$ cat src/rtl/kmv_pkg.sv
// shared types, constants and hash helpers for the kmv sketch builder
package kmv_pkg;

	localparam int unsigned CAPACITY_DEF = 512;
	localparam int unsigned PADDR_W      = 2;
	localparam logic [PADDR_W-1:0] REG_LIMIT_ADDR = 2'd0;
	localparam logic [9:0] LIMIT_RESET = 10'd512;

	localparam logic [1:0] ACT_INSERT = 2'd0;
	localparam logic [1:0] ACT_READ   = 2'd1;
	localparam logic [1:0] ACT_CLEAR  = 2'd2;

	localparam logic [63:0] HASH_GOLDEN = 64'h9e3779b97f4a7c15;
	localparam logic [63:0] HASH_MUL_A  = 64'hbf58476d1ce4e5b9;
	localparam logic [63:0] HASH_MUL_B  = 64'h94d049bb133111eb;
	localparam int unsigned SHIFT_A = 30;
	localparam int unsigned SHIFT_B = 27;
	localparam int unsigned SHIFT_C = 31;

	typedef struct packed {
		logic [1:0]  action;
		logic [63:0] key;
		logic [8:0]  rank;
	} in_item_t;

	typedef struct packed {
		logic [63:0] sample_key;
		logic [63:0] sample_hash;
		logic        sample_valid;
		logic [9:0]  kept_count;
		logic        complete;
		logic [63:0] theta_value;
		logic [31:0] distinct_count;
	} out_item_t;

	typedef struct packed {
		logic       load;
		logic       note_key;
		logic       mul;
		logic [1:0] mstep;
		logic       round;
		logic       mix;
		logic       set_end;
		logic       rd_last;
		logic       drop_last;
		logic       rd_prev;
		logic       shift;
		logic       place;
		logic       do_clear;
		logic       rd_res;
		logic       emit;
	} dp_cmd_t;

	typedef struct packed {
		logic [1:0] action;
		logic       dup;
		logic       kept_lt_lim;
		logic       kept_zero;
		logic       new_less;
		logic       idx_zero;
	} dp_stat_t;

endpackage

$ cat src/rtl/kmv_ctrl.sv
// controller state machine for the kmv sketch builder
module kmv_ctrl (
	input  logic             clk,
	input  logic             arst_n,
	input  logic             start,
	output logic             busy,
	input  kmv_pkg::dp_stat_t stat,
	output kmv_pkg::dp_cmd_t  cmd
);
	import kmv_pkg::*;

	localparam logic [3:0] S_IDLE   = 4'd0;
	localparam logic [3:0] S_DECODE = 4'd1;
	localparam logic [3:0] S_MUL    = 4'd2;
	localparam logic [3:0] S_MIX    = 4'd3;
	localparam logic [3:0] S_CMP    = 4'd4;
	localparam logic [3:0] S_SH_RD  = 4'd5;
	localparam logic [3:0] S_SH_CHK = 4'd6;
	localparam logic [3:0] S_RES_RD = 4'd7;
	localparam logic [3:0] S_RES    = 4'd8;

	logic [3:0] state_q, state_d;
	logic [1:0] mstep_q, mstep_d;
	logic       round_q, round_d;

	assign busy = (state_q != S_IDLE);

	always_comb begin
		state_d   = state_q;
		mstep_d   = mstep_q;
		round_d   = round_q;
		cmd       = '0;
		cmd.mstep = mstep_q;
		cmd.round = round_q;
		case (state_q)
			S_IDLE: begin
				if (start) begin
					cmd.load = 1'b1;
					state_d  = S_DECODE;
				end
			end
			S_DECODE: begin
				if (stat.action == ACT_INSERT && !stat.dup) begin
					cmd.note_key = 1'b1;
					mstep_d      = 2'd0;
					round_d      = 1'b0;
					state_d      = S_MUL;
				end else begin
					cmd.do_clear = (stat.action == ACT_CLEAR);
					state_d      = S_RES_RD;
				end
			end
			S_MUL: begin
				cmd.mul = 1'b1;
				if (mstep_q == 2'd2) begin
					state_d = S_MIX;
				end else begin
					mstep_d = mstep_q + 2'd1;
				end
			end
			S_MIX: begin
				cmd.mix = 1'b1;
				if (!round_q) begin
					round_d = 1'b1;
					mstep_d = 2'd0;
					state_d = S_MUL;
				end else if (stat.kept_lt_lim) begin
					cmd.set_end = 1'b1;
					state_d     = S_SH_RD;
				end else if (stat.kept_zero) begin
					state_d = S_RES_RD;
				end else begin
					cmd.rd_last = 1'b1;
					state_d     = S_CMP;
				end
			end
			S_CMP: begin
				if (stat.new_less) begin
					cmd.drop_last = 1'b1;
					state_d       = S_SH_RD;
				end else begin
					state_d = S_RES_RD;
				end
			end
			S_SH_RD: begin
				if (stat.idx_zero) begin
					cmd.place = 1'b1;
					state_d   = S_RES_RD;
				end else begin
					cmd.rd_prev = 1'b1;
					state_d     = S_SH_CHK;
				end
			end
			S_SH_CHK: begin
				if (stat.new_less) begin
					cmd.shift = 1'b1;
					state_d   = S_SH_RD;
				end else begin
					cmd.place = 1'b1;
					state_d   = S_RES_RD;
				end
			end
			S_RES_RD: begin
				cmd.rd_res = 1'b1;
				state_d    = S_RES;
			end
			S_RES: begin
				cmd.emit = 1'b1;
				state_d  = S_IDLE;
			end
			default: begin
				state_d = S_IDLE;
			end
		endcase
	end

	always_ff @(posedge clk or negedge arst_n) begin
		if (!arst_n) begin
			state_q <= S_IDLE;
			mstep_q <= 2'd0;
			round_q <= 1'b0;
		end else begin
			state_q <= state_d;
			mstep_q <= mstep_d;
			round_q <= round_d;
		end
	end

endmodule

$ cat config.mk
export PLATFORM = sky130hd
export DESIGN_NAME = kmv_ctrl
export DESIGN_NICKNAME = d
export VERILOG_FILES = /design/src/rtl/kmv_pkg.sv /design/src/rtl/kmv_ctrl.sv
export SDC_FILE = /design/constraint.sdc
export NUM_CORES = 1
export LEC_CHECK = 0
export BUFFER_PORTS_ARGS = -buffer_cell sky130_fd_sc_hd__buf_2
export CAP_MARGIN = 10
export CORE_AREA = 2 2 39 41
export DETAILED_ROUTE_END_ITERATION = 8
export DIE_AREA = 0 0 41 43
export PLACE_DENSITY = 0.77
export SLEW_MARGIN = 20
export SYNTH_ARGS = -nofsm -noshare
export SYNTH_HDL_FRONTEND = slang
export SYNTH_SLANG_ARGS = --single-unit
$ cat constraint.sdc
create_clock -name clk -period 3.4 [get_ports clk]
set_clock_uncertainty 0.05 [all_clocks]
set_input_delay 0.34 -clock clk [delete_from_list [all_inputs] [get_ports clk]]
set_output_delay 0.34 -clock clk [all_outputs]
set_load 0.05 [all_outputs]
==> summary.txt, run 1 <==
Clock network
  – Clk slew on worst S/H paths: 60 ps
  – Insertion delay to the later sink of the worst-skew pair: 250 ps
  – Clock Sinks: 7
  – Clock Tree Root: clkbuf_4
  – CTS Buf Count: 3
  – Clock tree buffer depth: 2
  – # resized after CTS: 0
  – TritonCTS clock tree: built
  – Htree depth: 1

Floorplan
  – Initial Util: 0.4349
  – Die Width: 41 um
  – Core ar.: 1384 um^2
  – Die Ht: 43 um
  – # rows: 14
  – I/O pin count: 27
  – Die ar.: 1763 um^2

Synth
  – Cells after Synth: 74
  – Net Count, Synth: 85
  – Largest cells by area after synthesis: dfrtp_1 (29%), inv_1 (5.0%), nor2_1 (5.0%)
  – Avg Synthesized Cell Area: 8.133 um^2
  – Post-synth top cells: inv_1 (8), nor2_1 (8), dfrtp_1 (7)
  – FFs w/ async S/R, synth: 1.000
  – Synthesized area: 601.8 um^2
  – Post-synth top area cell: dfrtp_1
  – Ys Warns: 0
  – Share of the synthesized area in the top cell type: 0.2911
  – Cell variety after synth: 30
  – Synth Register Bits: 7
  – Top FF cell, synth: dfrtp_1
  – Post-synth EDFFs: 0
  – Sequential fraction of the synthesis area: 0.2911

Global route
  – Antenna violations before repair: 0
  – Largest net degree at the start of global routing: 17
  – Total grt overflow: 0
  – First-pass GRT wire length: 2201 um
  – GRT Total Usage: 0.1805
  – Vias in the first global route: 562

Timing
  – Fin. max-slew vios: 0
  – Final hold vios: 0
  – Setup ws final: 1328 ps
  – Max Clock Freq: 0.4827 GHz
  – Worst-margin pin slew: 418.7 ps
  – Final Cycle Share: 0.6093
  – # setup viols final: 0
  – Unrepaired setup endpoints after global routing: false
  – Setup TNS: 0 ps
  – Worst hold slack: 397.9 ps
  – Final critical-path required period: 2072 ps
  – Slew headroom: 0.7136

Place
  – GPL Wtd Cong: 0.8876
  – Port Buf Inserts: 26
  – Pre-CTS setup slack: 1608 ps
  – DP HPWL: 1103 um

Routing
  – Drt drc: 0
  – Routed vias/inst: 5.583
  – Pre-antenna DRT Iters: 4
  – WL met2: 738 um
  – M1 wire length: 600 um
  – Routed met3 length: 82 um
  – Via count: 642
  – Top Layer Used: met3
  – WL/cell: 12.36 um
  – Drt total wl: 1421 um
  – Detail Route Antenna Nets: 0
  – Drt initial violations: 10

Setup path
  – CP Class: reg -> out
  – Crit path DAT: 1680 ps
  – CP Capture Type: primary output
  – Critical path peak fanout: 13
  – Reg-to-reg slack, setup: 1890 ps
  – Worst Setup Start Kind: flip-flop
  – CP Data Required Time: 3010 ps

Run status
  – Outcome: finished, final reports clean

Cells and area
  – Layout cells sized above 1: 0.3232
  – Antenna fix cells: 0
  – P&R area growth vs syn: 23.70%
  – Net count, final: 111

Min path
  – Worst min path class: in -> async

Pwr
  – P_leak: 0.3755 nW
  – Overall power: 835.2 uW
  – Power Density: 1122 nW/um^2
  – VDD IR-drop max: 0.4863 mV

Job
  – Max-Cap Viols: 0
worst max-delay path: stages (launching register included):
cell      delay (ps)
dfrtp_1          520
and4bb_4         430
nand2_1           60
nor3_1           130
buf_2            290
stage by stage:
step	instance area, um^2	std cells	utilization
after CTS	744.5	115	0.5380
after global routing	744.5	115	0.5380
after floorplan	601.8	74	-
after global placement	708.2	110	0.5118
final	744.5	115	0.5380
after detailed placement	708.2	110	0.5118
kinds of logic after synthesis:
group                      count (synthesis)  share of synthesized area
AOI/OAI and AO/OA                         18                     0.2308
adders and majority gates                  1                    0.02079
buffers and inverters                     14                     0.1227
DFF                                        7                     0.2911
and+or+nand+nor                           34                     0.3347
registers in the layout, summed over array words and instances, names as in the netlist:
register  cells
mstep_q       2
state_q       4
round_q       1
power by group:
group          switching [mW]  internal (mW)
clock                  0.0306         0.0448
sequential              0.109          0.127
combinational           0.359          0.166
routing by layer:
layer / vias to the layer above / global-route usage
met3: 0 / 0.005236
li1: 322 / -
met2: 27 / 0.2688
met5: - / 0
met1: 293 / 0.2359
met4: 0 / 0.1333
path summary, 6_finish.rpt:
| kind | start | end | cells after the start |
|---|---|---|---|
| max | state_q[2] | cmd[7] | 4 |
| min | arst_n | mstep_q[0] | 2 |
| max reg2reg | state_q[2] | state_q[1] | 3 |
| min reg2reg | mstep_q[0] | mstep_q[0] | 1 |
| max in group asynchronous | arst_n | state_q[0] | 2 |
| min in group clk | stat[4] | round_q | 4 |
layout make-up:
class	count	area [um^2]
clock buffers	4	26.28
flip-flops and latches	7	175.2
fillers	134	639.4
inverters	8	30.03
well taps	16	20.02
multi-input cells	53	352.8
repair buffers	27	140.1
placed cells by master (no fill, tap or decap), drive strengths merged, types with 2 or more instances in the layout:
cell	n
nor2b	2
o2111ai	2
clkbuf	4
a21oi	2
nor2	9
o211ai	4
nor3	4
and3	3
nand2b	4
o21a	2
nor4	3
a211o	2
nand2	3
nor4b	2
dfrtp	7
inv	8
buf	26
a311oi	2
timing repair:
action / in CTS / in global routing
hold buffers: 1 / 0
endpoints found under the hold margin: 7 / 0
setup buffers: 0 / 0
(Power assumes the default switching activity.)
==> run 2, diff against run 1 <==
--- a/config.mk
+++ b/config.mk
@@ -7,10 +7,10 @@
 export LEC_CHECK = 0
 export BUFFER_PORTS_ARGS = -buffer_cell sky130_fd_sc_hd__buf_2
 export CAP_MARGIN = 10
-export CORE_AREA = 2 2 39 41
+export CORE_AREA = 2 2 40 42
 export DETAILED_ROUTE_END_ITERATION = 8
-export DIE_AREA = 0 0 41 43
-export PLACE_DENSITY = 0.77
+export DIE_AREA = 0 0 42 44
+export PLACE_DENSITY = 0.74
 export SLEW_MARGIN = 20
 export SYNTH_ARGS = -nofsm -noshare
 export SYNTH_HDL_FRONTEND = slang
==> constraint.sdc (replaced) <==
create_clock -name clk -period 2.1 [get_ports clk]
set_clock_uncertainty 0.05 [all_clocks]
set_input_delay 0.21 -clock clk [delete_from_list [all_inputs] [get_ports clk]]
set_output_delay 0.21 -clock clk [all_outputs]
set_load 0.05 [all_outputs]
==> summary.txt, run 2 (synthesis gave the netlist of run 1 again) <==
Global route
  – GRT Total Usage: 0.1655
  – Largest net degree at the start of global routing: 17
  – Total grt overflow: 0
  – Antenna violations before repair: 0
  – Vias in the first global route: 532
  – First-pass GRT wire length: 2297 um

Floorplan
  – Core ar.: 1419 um^2
  – Die Ht: 44 um
  – # rows: 14
  – Die Width: 42 um
  – Die ar.: 1848 um^2
  – Initial Util: 0.4242
  – I/O pin count: 27

Timing
  – Final critical-path required period: 1962 ps
  – Unrepaired setup endpoints after global routing: false
  – Max Clock Freq: 0.5096 GHz
  – Worst hold slack: 256.7 ps
  – Worst-margin pin slew: 465.2 ps
  – Final Cycle Share: 0.9344
  – Setup TNS: 0 ps
  – Slew headroom: 0.6819
  – # setup viols final: 0
  – Final hold vios: 0
  – Fin. max-slew vios: 0

Clock network
  – Clock tree buffer depth: 2
  – Clock Tree Root: clkbuf_4
  – Clock Sinks: 7
  – # resized after CTS: 0
  – Clk slew on worst S/H paths: 60 ps
  – TritonCTS clock tree: built
  – Htree depth: 1
  – CTS Buf Count: 3
  – Insertion delay to the later sink of the worst-skew pair: 260 ps

Pwr
  – Overall power: 1.351 mW
  – Power Density: 1769 nW/um^2
  – P_leak: 0.3807 nW
  – VDD IR-drop max: 0.9227 mV

Cells and area
  – Top reg by flops: state_q
  – Fin area: 763.2 um^2
  – Largest registers: state_q x4, mstep_q x2, round_q x1
  – Commonest non-fill, non-tap cell in the layout: buf_2
  – Most frequent cells in the layout: buf_2 (26), nor2_1 (8), inv_1 (8), dfrtp_1 (7)
  – P&R area growth vs syn: 26.82%
  – Layout cells sized above 1: 0.3636
  – Net count, final: 111
  – Antenna fix cells: 0
  – Final Util: 0.5379
  – Max reg flops: 4

Routing
  – Drt total wl: 1368 um
  – Pre-antenna DRT Iters: 4
  – Drt initial violations: 11
  – Via count: 625
  – Routed vias/inst: 5.435
  – Detail Route Antenna Nets: 0
  – Drt drc: 0
  – WL/cell: 11.90 um

Place
  – DP HPWL: 1095 um
  – GPL Wtd Cong: 0.8498
  – Placed cell areas: 725.7 um^2
  – Port Buf Inserts: 26

Setup path
  – Reg-to-reg slack, setup: 640 ps
  – CP Data Required Time: 1840 ps
  – CP Class: reg -> out
  – FF-to-FF End: state_q[0]
  – Critical path peak fanout: 16
  – RR Startpoint: state_q[2]
  – Worst Setup Start Kind: flip-flop
  – Crit path DAT: 1700 ps
  – R2R cell count: 3
  – CP Capture Type: primary output

Min path
  – Worst min path class: in -> async

Run status
  – Outcome: finished, final reports clean

Job
  – Max-Cap Viols: 0
run 2: cell types whose count changed in the layout (fill, tap and decap cells not counted), sizes merged:
| cell | previous run | this run |
|---|---|---|
| clkinv | 0 | 1 |
| clkbuf | 4 | 3 |
run 2: how the worst max path moves through the flow:
stage / from / end / slack, ps / depth (start not counted)
final: state_q[0] / cmd[2] / 140 / 3
after global routing: state_q[2] / cmd[7] / 50 / 4
after CTS: state_q[0] / cmd[2] / 130 / 3
after detailed placement: state_q[0] / cmd[2] / 430 / 3
after global placement: state_q[0] / cmd[2] / 470 / 3
after floorplan: state_q[2] / mstep_q[1] / 50 / 4
run 2: power by group:
group	internal [mW]	total (mW)	switching [mW]	leakage [nW]
logic	0.272	0.847	0.575	0.282
clock network	0.0698	0.125	0.0551	0.0177
registers	0.205	0.378	0.174	0.0814
run 2: layout make-up:
| class | instances | area, um^2 |
|---|---|---|
| Inverter | 8 | 30.03 |
| Sequential cell | 7 | 175.2 |
| Multi-Input combinational cell | 53 | 370.4 |
| Fill cell | 128 | 655.6 |
| Clock buffer | 3 | 22.52 |
| Tap cell | 16 | 20.02 |
| Clock inverter | 1 | 5.005 |
| Timing Repair Buffer | 27 | 140.1 |
run 2: repair_timing:
item                      in CTS  in global routing
hold endpoints to repair       7                  0
buffers inserted               0                  0
hold buffers                   1                  0
run 2: worst max-delay path, cell delays in order (launching register included):
cell and delay, ps:
dfrtp_1 620, nand2b_1 230, nor4b_2 290, buf_2 300
run 2: layer usage:
metal  global-route usage  part of all wire
met2               0.2688              0.51
met3              0.07500             0.075
met4              0.03871                 0
met5                    0                 0
met1               0.2015              0.42
run 2: through the flow:
step / std cells / setup WS, ps
floorplan: 74 / 53.02
global placement: 110 / 467.3
detailed placement: 110 / 427.1
CTS: 115 / 131.7
global route: 115 / 46.74
finish: 115 / 137.8
